## src/design/ltok_pkg.sv

```systemverilog
// Shared types, character codes and keyword tables for the LOOP tokenizer.
`timescale 1ns / 1ps

package ltok_pkg;

  // Storage widths
  localparam int VALUE_BITS = 32;
  localparam int LINE_BITS  = 16;
  localparam int NEST_BITS  = 8;

  // Token queue between front and back
  localparam int FIFO_DEPTH = 4;
  localparam int FIFO_AW    = $clog2(FIFO_DEPTH);

  // Output tdata width: 69 bits of fields rounded up to whole bytes
  localparam int TDATA_BITS = 72;

  // Token kinds
  localparam logic [3:0] K_NAME   = 4'd0;
  localparam logic [3:0] K_NUMBER = 4'd1;
  localparam logic [3:0] K_LOOP   = 4'd2;
  localparam logic [3:0] K_DO     = 4'd3;
  localparam logic [3:0] K_END    = 4'd4;
  localparam logic [3:0] K_PLUS   = 4'd5;
  localparam logic [3:0] K_MINUS  = 4'd6;
  localparam logic [3:0] K_SEMI   = 4'd7;
  localparam logic [3:0] K_ASSIGN = 4'd8;
  localparam logic [3:0] K_EOF    = 4'd9;
  localparam logic [3:0] K_ERROR  = 4'd10;

  // Error codes
  localparam logic [2:0] E_NONE     = 3'd0;
  localparam logic [2:0] E_BADCHAR  = 3'd1;
  localparam logic [2:0] E_NAMELONG = 3'd2;
  localparam logic [2:0] E_UNBAL    = 3'd3;
  localparam logic [2:0] E_IMPORT   = 3'd4;
  localparam logic [2:0] E_COLON    = 3'd5;

  // Character codes
  localparam logic [7:0] CH_NUL   = 8'h00;
  localparam logic [7:0] CH_TAB   = 8'h09;
  localparam logic [7:0] CH_LF    = 8'h0A;
  localparam logic [7:0] CH_CR    = 8'h0D;
  localparam logic [7:0] CH_SPACE = 8'h20;
  localparam logic [7:0] CH_PLUS  = 8'h2B;
  localparam logic [7:0] CH_MINUS = 8'h2D;
  localparam logic [7:0] CH_SLASH = 8'h2F;
  localparam logic [7:0] CH_0     = 8'h30;
  localparam logic [7:0] CH_9     = 8'h39;
  localparam logic [7:0] CH_COLON = 8'h3A;
  localparam logic [7:0] CH_SEMI  = 8'h3B;
  localparam logic [7:0] CH_EQ    = 8'h3D;
  localparam logic [7:0] CH_A     = 8'h41;
  localparam logic [7:0] CH_Z     = 8'h5A;

  // Letter indexes of keyword starters
  localparam logic [4:0] LET_D = 5'd3;
  localparam logic [4:0] LET_E = 5'd4;
  localparam logic [4:0] LET_I = 5'd8;
  localparam logic [4:0] LET_L = 5'd11;

  // Lexer modes, one-hot
  typedef enum logic [7:0] {
    M_IDLE    = 8'b0000_0001,
    M_NUMBER  = 8'b0000_0010,
    M_LETTER  = 8'b0000_0100,
    M_KEYWORD = 8'b0000_1000,
    M_NAME    = 8'b0001_0000,
    M_COLON   = 8'b0010_0000,
    M_SLASH   = 8'b0100_0000,
    M_COMMENT = 8'b1000_0000
  } mode_t;

  typedef struct packed {
    logic [3:0]  kind;
    logic [31:0] number_value;
    logic [4:0]  name_letter;
    logic [1:0]  name_digit_count;
    logic [6:0]  name_number;
    logic [15:0] line_number;
    logic [2:0]  error_code;
  } tok_t;

  // One queue entry: the tokens caused by one character
  typedef struct packed {
    logic two;
    tok_t tok0;
    tok_t tok1;
  } entry_t;

  // Length of the keyword tail after its first letter; 0 for no keyword
  function automatic logic [2:0] kw_len(input logic [4:0] letter);
    logic [2:0] n;
    case (letter)
      LET_L:   n = 3'd3;
      LET_D:   n = 3'd1;
      LET_E:   n = 3'd2;
      LET_I:   n = 3'd5;
      default: n = 3'd0;
    endcase
    return n;
  endfunction

  // Expected character at a position of the keyword tail
  function automatic logic [7:0] kw_char(input logic [4:0] letter, input logic [2:0] idx);
    logic [7:0] ch;
    ch = 8'h00;
    case (letter)
      LET_L: begin
        case (idx)
          3'd0:    ch = "O";
          3'd1:    ch = "O";
          3'd2:    ch = "P";
          default: ch = 8'h00;
        endcase
      end
      LET_D: begin
        ch = (idx == 3'd0) ? 8'("O") : 8'h00;
      end
      LET_E: begin
        case (idx)
          3'd0:    ch = "N";
          3'd1:    ch = "D";
          default: ch = 8'h00;
        endcase
      end
      LET_I: begin
        case (idx)
          3'd0:    ch = "M";
          3'd1:    ch = "P";
          3'd2:    ch = "O";
          3'd3:    ch = "R";
          3'd4:    ch = "T";
          default: ch = 8'h00;
        endcase
      end
      default: ch = 8'h00;
    endcase
    return ch;
  endfunction

  function automatic tok_t mk_tok(input logic [3:0] kind, input logic [31:0] value,
                                  input logic [4:0] letter, input logic [1:0] dcnt,
                                  input logic [6:0] num, input logic [15:0] line,
                                  input logic [2:0] code);
    tok_t t;
    t.kind             = kind;
    t.number_value     = value;
    t.name_letter      = letter;
    t.name_digit_count = dcnt;
    t.name_number      = num;
    t.line_number      = line;
    t.error_code       = code;
    return t;
  endfunction

endpackage

```

## src/design/ltok_front.sv

```systemverilog
// Front end: takes one character per beat, runs the lexer state and builds token entries.
`timescale 1ns / 1ps

module ltok_front
  import ltok_pkg::*;
(
  input  logic       clk,
  input  logic       rst,
  input  logic       in_valid,
  output logic       in_ready,
  input  logic [7:0] char_code,
  input  logic       q_full,
  output logic       push_valid,
  output entry_t     push_entry
);

  mode_t                 mode, mode_next;
  logic [4:0]            letter, letter_next;
  logic [2:0]            kprog, kprog_next;
  logic [VALUE_BITS-1:0] acc, acc_next;
  logic [1:0]            dcnt, dcnt_next;
  logic [NEST_BITS-1:0]  depth, depth_next;
  logic [LINE_BITS-1:0]  line, line_next;
  logic                  halted, halted_next;

  logic                  fire;
  logic                  a_v, b_v;
  tok_t                  a_tok, b_tok;

  // Zero-extended views so the fixed output widths work at any storage width
  logic [VALUE_BITS+31:0] acc_wide;
  logic [LINE_BITS+15:0]  line_wide;
  logic [31:0]            acc_out;
  logic [15:0]            line_out;

  assign acc_wide  = {32'd0, acc};
  assign line_wide = {16'd0, line};
  assign acc_out   = acc_wide[31:0];
  assign line_out  = line_wide[15:0];

  assign in_ready = !q_full;
  assign fire     = in_valid && in_ready && !halted;

  // Lexer step
  always_comb begin
    logic                  num_char, is_letter;
    logic [3:0]            dig;
    logic [4:0]            lidx;
    logic [VALUE_BITS+3:0] acc10;
    logic                  use_idle, kw_done;
    mode_t                 i_mode;
    logic                  i_v, i_halt, i_line_inc;
    tok_t                  i_tok;
    logic [2:0]            klen;

    num_char  = char_code inside {[CH_0:CH_9]};
    is_letter = char_code inside {[CH_A:CH_Z]};
    dig       = char_code[3:0];
    lidx      = 5'(char_code - CH_A);
    acc10     = ({4'd0, acc} << 3) + ({4'd0, acc} << 1) + (VALUE_BITS+4)'(dig);
    klen      = kw_len(letter);
    use_idle  = 1'b0;
    kw_done   = 1'b0;

    mode_next   = mode;
    letter_next = letter;
    kprog_next  = kprog;
    acc_next    = acc;
    dcnt_next   = dcnt;
    depth_next  = depth;
    line_next   = line;
    halted_next = halted;
    a_v         = 1'b0;
    b_v         = 1'b0;
    a_tok       = '0;
    b_tok       = '0;

    // Character with nothing pending
    i_mode     = M_IDLE;
    i_v        = 1'b0;
    i_halt     = 1'b0;
    i_line_inc = 1'b0;
    i_tok      = '0;
    if (num_char) begin
      i_mode = M_NUMBER;
    end else if (is_letter) begin
      i_mode = M_LETTER;
    end else begin
      case (char_code)
        CH_LF:                  i_line_inc = 1'b1;
        CH_SPACE, CH_CR, CH_TAB: i_v = 1'b0;
        CH_PLUS: begin
          i_v   = 1'b1;
          i_tok = mk_tok(K_PLUS, '0, '0, '0, '0, line_out, E_NONE);
        end
        CH_MINUS: begin
          i_v   = 1'b1;
          i_tok = mk_tok(K_MINUS, '0, '0, '0, '0, line_out, E_NONE);
        end
        CH_SEMI: begin
          i_v   = 1'b1;
          i_tok = mk_tok(K_SEMI, '0, '0, '0, '0, line_out, E_NONE);
        end
        CH_COLON: i_mode = M_COLON;
        CH_SLASH: i_mode = M_SLASH;
        CH_NUL: begin
          i_v    = 1'b1;
          i_halt = 1'b1;
          if (depth != '0) begin
            i_tok = mk_tok(K_ERROR, '0, '0, '0, '0, line_out, E_UNBAL);
          end else begin
            i_tok = mk_tok(K_EOF, '0, '0, '0, '0, line_out, E_NONE);
          end
        end
        default: begin
          i_v    = 1'b1;
          i_halt = 1'b1;
          i_tok  = mk_tok(K_ERROR, '0, '0, '0, '0, line_out, E_BADCHAR);
        end
      endcase
    end

    case (mode)
      M_NUMBER: begin
        if (num_char) begin
          acc_next = (acc10[VALUE_BITS+3:VALUE_BITS] != 4'd0) ? '1 : acc10[VALUE_BITS-1:0];
        end else begin
          a_v      = 1'b1;
          a_tok    = mk_tok(K_NUMBER, acc_out, '0, '0, '0, line_out, E_NONE);
          use_idle = 1'b1;
        end
      end
      M_NAME: begin
        if (num_char) begin
          if (dcnt >= 2'd2) begin
            a_v         = 1'b1;
            a_tok       = mk_tok(K_ERROR, '0, '0, '0, '0, line_out, E_NAMELONG);
            halted_next = 1'b1;
            mode_next   = M_IDLE;
          end else begin
            acc_next  = acc10[VALUE_BITS-1:0];
            dcnt_next = 2'd2;
          end
        end else begin
          a_v      = 1'b1;
          a_tok    = mk_tok(K_NAME, '0, letter, dcnt, acc[6:0], line_out, E_NONE);
          use_idle = 1'b1;
        end
      end
      M_LETTER: begin
        if (num_char) begin
          acc_next  = VALUE_BITS'(dig);
          dcnt_next = 2'd1;
          mode_next = M_NAME;
        end else if (klen != 3'd0 && char_code == kw_char(letter, 3'd0)) begin
          kprog_next = 3'd1;
          if (klen == 3'd1) begin
            kw_done = 1'b1;
          end else begin
            mode_next = M_KEYWORD;
          end
        end else if (klen != 3'd0 && letter != LET_I) begin
          // lone L, D or E: dropped, character handled afresh
          use_idle = 1'b1;
        end else begin
          a_v         = 1'b1;
          a_tok       = mk_tok(K_ERROR, '0, '0, '0, '0, line_out, E_BADCHAR);
          halted_next = 1'b1;
          mode_next   = M_IDLE;
        end
      end
      M_KEYWORD: begin
        if (kprog < klen && char_code == kw_char(letter, kprog)) begin
          kprog_next = kprog + 3'd1;
          if (kprog + 3'd1 == klen) begin
            kw_done = 1'b1;
          end
        end else begin
          a_v         = 1'b1;
          a_tok       = mk_tok(K_ERROR, '0, '0, '0, '0, line_out, E_BADCHAR);
          halted_next = 1'b1;
          mode_next   = M_IDLE;
        end
      end
      M_COLON: begin
        a_v       = 1'b1;
        mode_next = M_IDLE;
        if (char_code == CH_EQ) begin
          a_tok = mk_tok(K_ASSIGN, '0, '0, '0, '0, line_out, E_NONE);
        end else begin
          a_tok       = mk_tok(K_ERROR, '0, '0, '0, '0, line_out, E_COLON);
          halted_next = 1'b1;
        end
      end
      M_SLASH: begin
        if (char_code == CH_SLASH) begin
          mode_next = M_COMMENT;
        end else begin
          a_v         = 1'b1;
          a_tok       = mk_tok(K_ERROR, '0, '0, '0, '0, line_out, E_BADCHAR);
          halted_next = 1'b1;
          mode_next   = M_IDLE;
        end
      end
      M_COMMENT: begin
        if (char_code == CH_LF || char_code == CH_NUL) begin
          use_idle = 1'b1;
        end
      end
      default: use_idle = 1'b1;
    endcase

    // Completed keyword
    if (kw_done) begin
      mode_next = M_IDLE;
      a_v       = 1'b1;
      case (letter)
        LET_L: begin
          depth_next = depth + 1'b1;
          a_tok      = mk_tok(K_LOOP, '0, '0, '0, '0, line_out, E_NONE);
        end
        LET_D: a_tok = mk_tok(K_DO, '0, '0, '0, '0, line_out, E_NONE);
        LET_E: begin
          depth_next = depth - 1'b1;
          a_tok      = mk_tok(K_END, '0, '0, '0, '0, line_out, E_NONE);
        end
        default: begin
          a_tok       = mk_tok(K_ERROR, '0, '0, '0, '0, line_out, E_IMPORT);
          halted_next = 1'b1;
        end
      endcase
    end

    // Fresh handling of the character
    if (use_idle) begin
      mode_next = i_mode;
      b_v       = i_v;
      b_tok     = i_tok;
      if (i_halt) begin
        halted_next = 1'b1;
      end
      if (i_line_inc && line != '1) begin
        line_next = line + 1'b1;
      end
      if (num_char) begin
        acc_next = VALUE_BITS'(dig);
      end
      if (is_letter) begin
        letter_next = lidx;
        kprog_next  = 3'd0;
      end
    end
  end

  // Queue entry
  assign push_valid      = fire && (a_v || b_v);
  assign push_entry.two  = a_v && b_v;
  assign push_entry.tok0 = a_v ? a_tok : b_tok;
  assign push_entry.tok1 = b_tok;

  // Lexer state
  always_ff @(posedge clk) begin
    if (rst) begin
      mode   <= M_IDLE;
      letter <= '0;
      kprog  <= '0;
      acc    <= '0;
      dcnt   <= '0;
      depth  <= '0;
      line   <= LINE_BITS'(1);
      halted <= 1'b0;
    end else if (fire) begin
      mode   <= mode_next;
      letter <= letter_next;
      kprog  <= kprog_next;
      acc    <= acc_next;
      dcnt   <= dcnt_next;
      depth  <= depth_next;
      line   <= line_next;
      halted <= halted_next;
    end
  end

endmodule

```

## src/design/ltok_fifo.sv

```systemverilog
// Short queue of token entries between the front and back ends.
`timescale 1ns / 1ps

module ltok_fifo
  import ltok_pkg::*;
(
  input  logic   clk,
  input  logic   rst,
  input  logic   push_valid,
  input  entry_t push_entry,
  output logic   full,
  input  logic   pop,
  output entry_t pop_entry,
  output logic   empty
);

  entry_t             slots [FIFO_DEPTH];
  logic [FIFO_AW-1:0] wr_ptr, rd_ptr;
  logic [FIFO_AW:0]   count;

  assign full      = (count == (FIFO_AW+1)'(FIFO_DEPTH));
  assign empty     = (count == '0);
  assign pop_entry = slots[rd_ptr];

  // Entry storage
  always_ff @(posedge clk) begin
    if (push_valid) begin
      slots[wr_ptr] <= push_entry;
    end
  end

  // Pointers and fill level
  always_ff @(posedge clk) begin
    if (rst) begin
      wr_ptr <= '0;
      rd_ptr <= '0;
      count  <= '0;
    end else begin
      if (push_valid) begin
        wr_ptr <= wr_ptr + 1'b1;
      end
      if (pop) begin
        rd_ptr <= rd_ptr + 1'b1;
      end
      case ({push_valid, pop})
        2'b10:   count <= count + 1'b1;
        2'b01:   count <= count - 1'b1;
        default: count <= count;
      endcase
    end
  end

endmodule

```

## src/design/ltok_back.sv

```systemverilog
// Back end: splits queue entries into single token beats behind an output register.
`timescale 1ns / 1ps

module ltok_back
  import ltok_pkg::*;
(
  input  logic   clk,
  input  logic   rst,
  input  logic   q_empty,
  input  entry_t q_entry,
  output logic   q_pop,
  output logic   out_valid,
  input  logic   out_ready,
  output tok_t   out_tok,
  output logic   out_last
);

  logic advance;
  logic pend_valid;
  tok_t pend_tok;

  // Output register is free when empty or being taken this cycle
  assign advance = !out_valid || out_ready;
  assign q_pop   = advance && !pend_valid && !q_empty;

  // Control
  always_ff @(posedge clk) begin
    if (rst) begin
      out_valid  <= 1'b0;
      pend_valid <= 1'b0;
    end else if (advance) begin
      if (pend_valid) begin
        out_valid  <= 1'b1;
        pend_valid <= 1'b0;
      end else if (!q_empty) begin
        out_valid  <= 1'b1;
        pend_valid <= q_entry.two;
      end else begin
        out_valid <= 1'b0;
      end
    end
  end

  // Payload
  always_ff @(posedge clk) begin
    if (advance) begin
      if (pend_valid) begin
        out_tok  <= pend_tok;
        out_last <= 1'b1;
      end else if (!q_empty) begin
        out_tok  <= q_entry.tok0;
        out_last <= !q_entry.two;
        pend_tok <= q_entry.tok1;
      end
    end
  end

endmodule

```

## src/design/loop_language_tokenizer_core.sv

```systemverilog
// Top level of the LOOP language tokenizer: front end, token queue and back end.
`timescale 1ns / 1ps
//
// Source bytes enter on the s_ channel, one byte per beat in s_tdata[7:0];
// a zero byte marks the end of the text. Tokens leave on the m_ channel,
// one token per beat, with m_tlast set on the last token caused by a byte.
// A byte causes zero, one or two tokens.
// m_tvalid rises when the byte's queue entry reaches the output register.
// Bytes are taken one per cycle while the queue is not full; a byte giving
// two tokens leaves as two beats from the single output register of the back end.
// The front end keeps the lexer state and writes each byte's tokens as one
// entry into a four-entry queue; the back end drains the queue.
// When the receiver stalls, the output beat holds and the queue fills;
// s_tready drops only when the queue is full.
// After an error or end-of-file token the block keeps taking bytes but
// produces nothing until reset.
// Reset (rst, synchronous) empties the queue and output register and puts
// the lexer in idle with line count one and nesting depth zero.

module loop_language_tokenizer_core
  import ltok_pkg::*;
(
  input  logic                  clk,
  input  logic                  rst,
  input  logic                  s_tvalid,
  output logic                  s_tready,
  input  logic [7:0]            s_tdata,  // [7:0] char_code
  output logic                  m_tvalid,
  input  logic                  m_tready,
  // [3:0] token_kind, [35:4] number_value, [40:36] name_letter,
  // [42:41] name_digit_count, [49:43] name_number, [65:50] line_number,
  // [68:66] error_code, [71:69] zero
  output logic [TDATA_BITS-1:0] m_tdata,
  output logic                  m_tlast
);

  logic   push_valid, q_full, q_empty, q_pop;
  entry_t push_entry, q_entry;
  tok_t   out_tok;

  ltok_front u_front (
    .clk        (clk),
    .rst        (rst),
    .in_valid   (s_tvalid),
    .in_ready   (s_tready),
    .char_code  (s_tdata),
    .q_full     (q_full),
    .push_valid (push_valid),
    .push_entry (push_entry)
  );

  ltok_fifo u_fifo (
    .clk        (clk),
    .rst        (rst),
    .push_valid (push_valid),
    .push_entry (push_entry),
    .full       (q_full),
    .pop        (q_pop),
    .pop_entry  (q_entry),
    .empty      (q_empty)
  );

  ltok_back u_back (
    .clk       (clk),
    .rst       (rst),
    .q_empty   (q_empty),
    .q_entry   (q_entry),
    .q_pop     (q_pop),
    .out_valid (m_tvalid),
    .out_ready (m_tready),
    .out_tok   (out_tok),
    .out_last  (m_tlast)
  );

  // Field packing, first field lowest
  assign m_tdata = {3'd0, out_tok.error_code, out_tok.line_number, out_tok.name_number,
                    out_tok.name_digit_count, out_tok.name_letter, out_tok.number_value,
                    out_tok.kind};

endmodule

```

## config.mk

```make
export PLATFORM = sky130hd
export DESIGN_NAME = loop_language_tokenizer_core
export DESIGN_NICKNAME = d
export VERILOG_FILES = /design/src/design/ltok_pkg.sv /design/src/design/ltok_front.sv /design/src/design/ltok_fifo.sv /design/src/design/ltok_back.sv /design/src/design/loop_language_tokenizer_core.sv
export SDC_FILE = /design/constraint.sdc
export NUM_CORES = 1
export LEC_CHECK = 0
export BUFFER_PORTS_ARGS = -buffer_cell sky130_fd_sc_hd__buf_2
export CAP_MARGIN = 20
export CORE_MARGIN = 2
export CORE_UTILIZATION = 25
export CTS_CLUSTER_DIAMETER = 80
export DETAILED_ROUTE_END_ITERATION = 10
export PLACE_DENSITY = 0.38
export SYNTH_ARGS = -nofsm -noshare
export SYNTH_HDL_FRONTEND = slang
export SYNTH_HIERARCHICAL = 1
export SYNTH_SLANG_ARGS = --single-unit
export TNS_END_PERCENT = 20
```

## constraint.sdc

```tcl
create_clock -name clk -period 8.6 [get_ports clk]
set_clock_uncertainty 0.05 [all_clocks]
set_input_delay 0.86 -clock clk [delete_from_list [all_inputs] [get_ports clk]]
set_output_delay 0.86 -clock clk [all_outputs]
set_load 0.05 [all_outputs]
```

==> results.md <==
- Dominant synthesized flop cell: edfxtp_1
- Ys async rst share: 0%
- Routed wire length per instance: 21.0 um
- Initial antenna violation count: 4
- Seq pwr share: 45.8%
- GRT Total Usage: 12.4%
- Vias per inst: 4.62
- P&R area growth vs syn: 14.4%
- Die Y-Extent: 374 um
- Final period util: 66.7%
- R2R Path End: u_fifo/slots[3][52]$_DFFE_PP_
- Worst min-delay path class: reg -> reg
- Clk Latency, worst-skew pair: 0.66 ns
- Reg2Reg Launch Point: u_front/letter[4]$_SDFFE_PP0P_
- Final #Nets: 2389
- Seq/Total Area, Yosys: 66.0%
- Final setup fails: 0
- Worst Max-Slew Pin Slew: 0.981 ns
- Leakage power: 13.2 nW
- H-Tree Depth: 3
- Area contributors post-synth: edfxtp_1 (61%), mux4_2 (9.1%), dfxtp_1 (5.0%)
- FF/Latch Area: 22600 um^2
- CP endpoint kind: flop
- FMAX: 174 MHz
- Ys Warns: 6
- Final Hold Vio Count: 0
- Mean Syn Cell Area: 15.6 um^2
- Postcts setup bufs: 0
- Min cycle time layout: 5.74 ns
- GP Congestion: 0.826
- Number of port buffers: 83
- Clock slew at reported path FFs: 0.07 ns
- NetSw: 3.38 mW
- Worst path required time: 8.84 ns
- Critical Path AT: 5.98 ns
- Vias in the first global route: 20100
- Hpwl dp: 54.0 mm
- CP Class: reg -> reg
- Clock Power Share: 32.2%
- Yosys reg bits: 781
- Total gr overflow: 0
- Fillers: 13500
- DRT antenna net count: 0
- Clock Sinks: 781
- Most instantiated cells after synthesis: edfxtp_1 (695), nor2_1 (141), mux4_2 (139), a21oi_1 (124), nand2_1 (107)
- Combinational share of power: 22.0%
- Tot Pwr: 11.1 mW
- PostCTS Resize Cnt: 0
- Die X-Extent: 374 um
- Multi-input gate area: 10800 um^2
- Post-synth top area cell: edfxtp_1
- Clock root buffer: clkbuf_16
- Synth cell types: 97
- Min-Delay Startpoint: u_front/halted$_SDFFE_PP0P_
- Starting Density: 25.2%
- Crit path max fanout: 72
- Slew headroom: 34.4%
- CTS tree: built
- WL final: 87.0 mm
- Longest Clk Path Bufs: 3
- Status: finished, final reports clean
- Most frequent cell after synthesis: edfxtp_1
- First-pass GRT wire length: 130 mm
- Vias after detailed routing: 19100
- Detailed Routing Iterations Pass 1: 5
- Inst Count DP: 3979
- RSZ-0062 raised after global routing: false
- Largest net degree at the start of global routing: 95
- Hold EP: u_front/halted$_SDFFE_PP0P_
- Maximum vdd ir drop: 146 uV
- Final Max Slew Viols: 0
- # rows: 135
- Synth Instances: 2190
- CTS Buf Count: 85
- Share of Yosys cell area claimed by the top area cell type: 61.0%
- # DRC: 0
- Post-synth EDFFs: 695
- Maximum Capacitance Violations: 0
- Share of cells above drive strength 1: 19.7%
- Std-Cell Core Area: 136000 um^2
- Drt initial violations: 1160
- Non-Filler Instances: 4137
- Crit. Startpoint: u_front/letter[4]$_SDFFE_PP0P_
- Die Area: 140000 um^2
- Hold path depth: 2
- Reg2Reg Setup Slack: 2.86 ns
- Switching share of power: 30.3%
- Post-Route Setup TNS: 0 ns
- Post-synthesis cell area: 34200 um^2
- R2R depth: 13
- Power Internal: 7.77 mW
- Io pins: 87
- CTS hold repair buffers: 0
- Power density over the cells: 285 nW/um^2
- CP startpoint kind: flop
[state kept, by name (all words and copies together), names as in the netlist, 5 cells and up, named ones only]
name	flops
u_front/mode	8
u_front/letter	5
u_front/line	16
u_back/out_tok	69
u_front/depth	8
u_back/pend_tok	69
u_front/acc	32
u_fifo/slots	556
[per-stage QoR]
stage	hold WS (ns)	setup WS [ns]	util (%)	instance area, um^2
after floorplan	0.396	1.67	-	34400
after global placement	0.408	2.87	26.9	36400
after detailed placement	0.414	2.81	26.9	36400
after CTS	0.423	2.78	28.9	39200
after global routing	0.452	2.43	28.9	39200
final	0.423	2.86	28.9	39200
[power groups by stage]
| stage | combinational, mW | sequential (mW) | clock, mW |
|---|---|---|---|
| after floorplan | 1.22 | 5.79 | 0 |
| after global placement | 2.55 | 5.18 | 0 |
| after detailed placement | 2.54 | 5.20 | 0 |
| after CTS | 2.55 | 5.13 | 3.73 |
| after global routing | 2.64 | 5.17 | 3.87 |
| final | 2.45 | 5.11 | 3.59 |
[cells by family (layout without fill, tap and decap cells)]
logic type / after synthesis / after routing / synth area share [%]
other cells: 2 / 52 / 0.0219
flops: 781 / 781 / 66.0
xor+xnor: 56 / 56 / 1.43
compound gates: 384 / 384 / 7.34
mux: 215 / 215 / 11.6
buf+inv: 186 / 302 / 3.22
simple gates: 474 / 474 / 6.93
fa+ha+maj: 92 / 92 / 3.45
[metal layers]
metal / track usage [%] / vias to the layer above / part of all wire [%]
met2: 21.2 / 354 / 50
met1: 16.0 / 9919 / 44
met3: 1.78 / 125 / 3.8
met4: 4.19 / 2 / 2.4
met5: 0 / - / 0.015
li1: - / 8695 / -
[worst max path at each step]
stage	slack, ns	cells after the start	to
2_1_floorplan	1.67	13	u_fifo/slots[0][0]$_DFFE_PP_
3_3_place_gp	2.87	13	u_fifo/slots[0][28]$_DFFE_PP_
3_5_place_dp	2.81	13	u_fifo/slots[0][28]$_DFFE_PP_
4_1_cts	2.78	13	u_fifo/slots[0][94]$_DFFE_PP_
5_1_grt	2.43	13	u_fifo/slots[0][94]$_DFFE_PP_
6_report	2.86	13	u_fifo/slots[3][52]$_DFFE_PP_
[cell usage in the layout (no fill, tap or decap), drive strengths merged, types with 12 or more instances in the layout]
cell type,instances
dfxtp,86
conb,50
o21ai,98
nor2,142
edfxtp,695
and2,28
o21a,24
buf,112
nor2b,12
ha,88
nand2,108
or3,19
xor2,25
xnor2,31
nor3,29
inv,35
nand3,31
clkbuf,111
mux4,139
a21o,19
clkinv,36
a21oi,125
mux2,69
a31oi,12
and3,51
[worst max-delay path: stages, from the launching register on]
cell and delay (ns):
dfxtp_1 0.42, nor4b_2 0.43, nand2_1 0.25, inv_1 0.36, a21oi_2 0.10, ha_1 0.28, nor2b_1 0.13, o21ai_0 0.15
nand4b_1 0.17, a2111oi_4 0.51, a41oi_1 0.38, a41oi_1 0.79, and2_4 0.70, buf_12 0.49
[cell type report]
type | count | share of cell area, %
antenna | 2 | 0.0128
clock buffer | 111 | 5.90
clock inverter | 45 | 1.08
inverter | 34 | 0.326
multi-input combinational | 1271 | 27.5
sequential | 781 | 57.7
tap | 1781 | 5.69
timing repair buffer | 112 | 1.84
(Power assumes the default switching activity.)
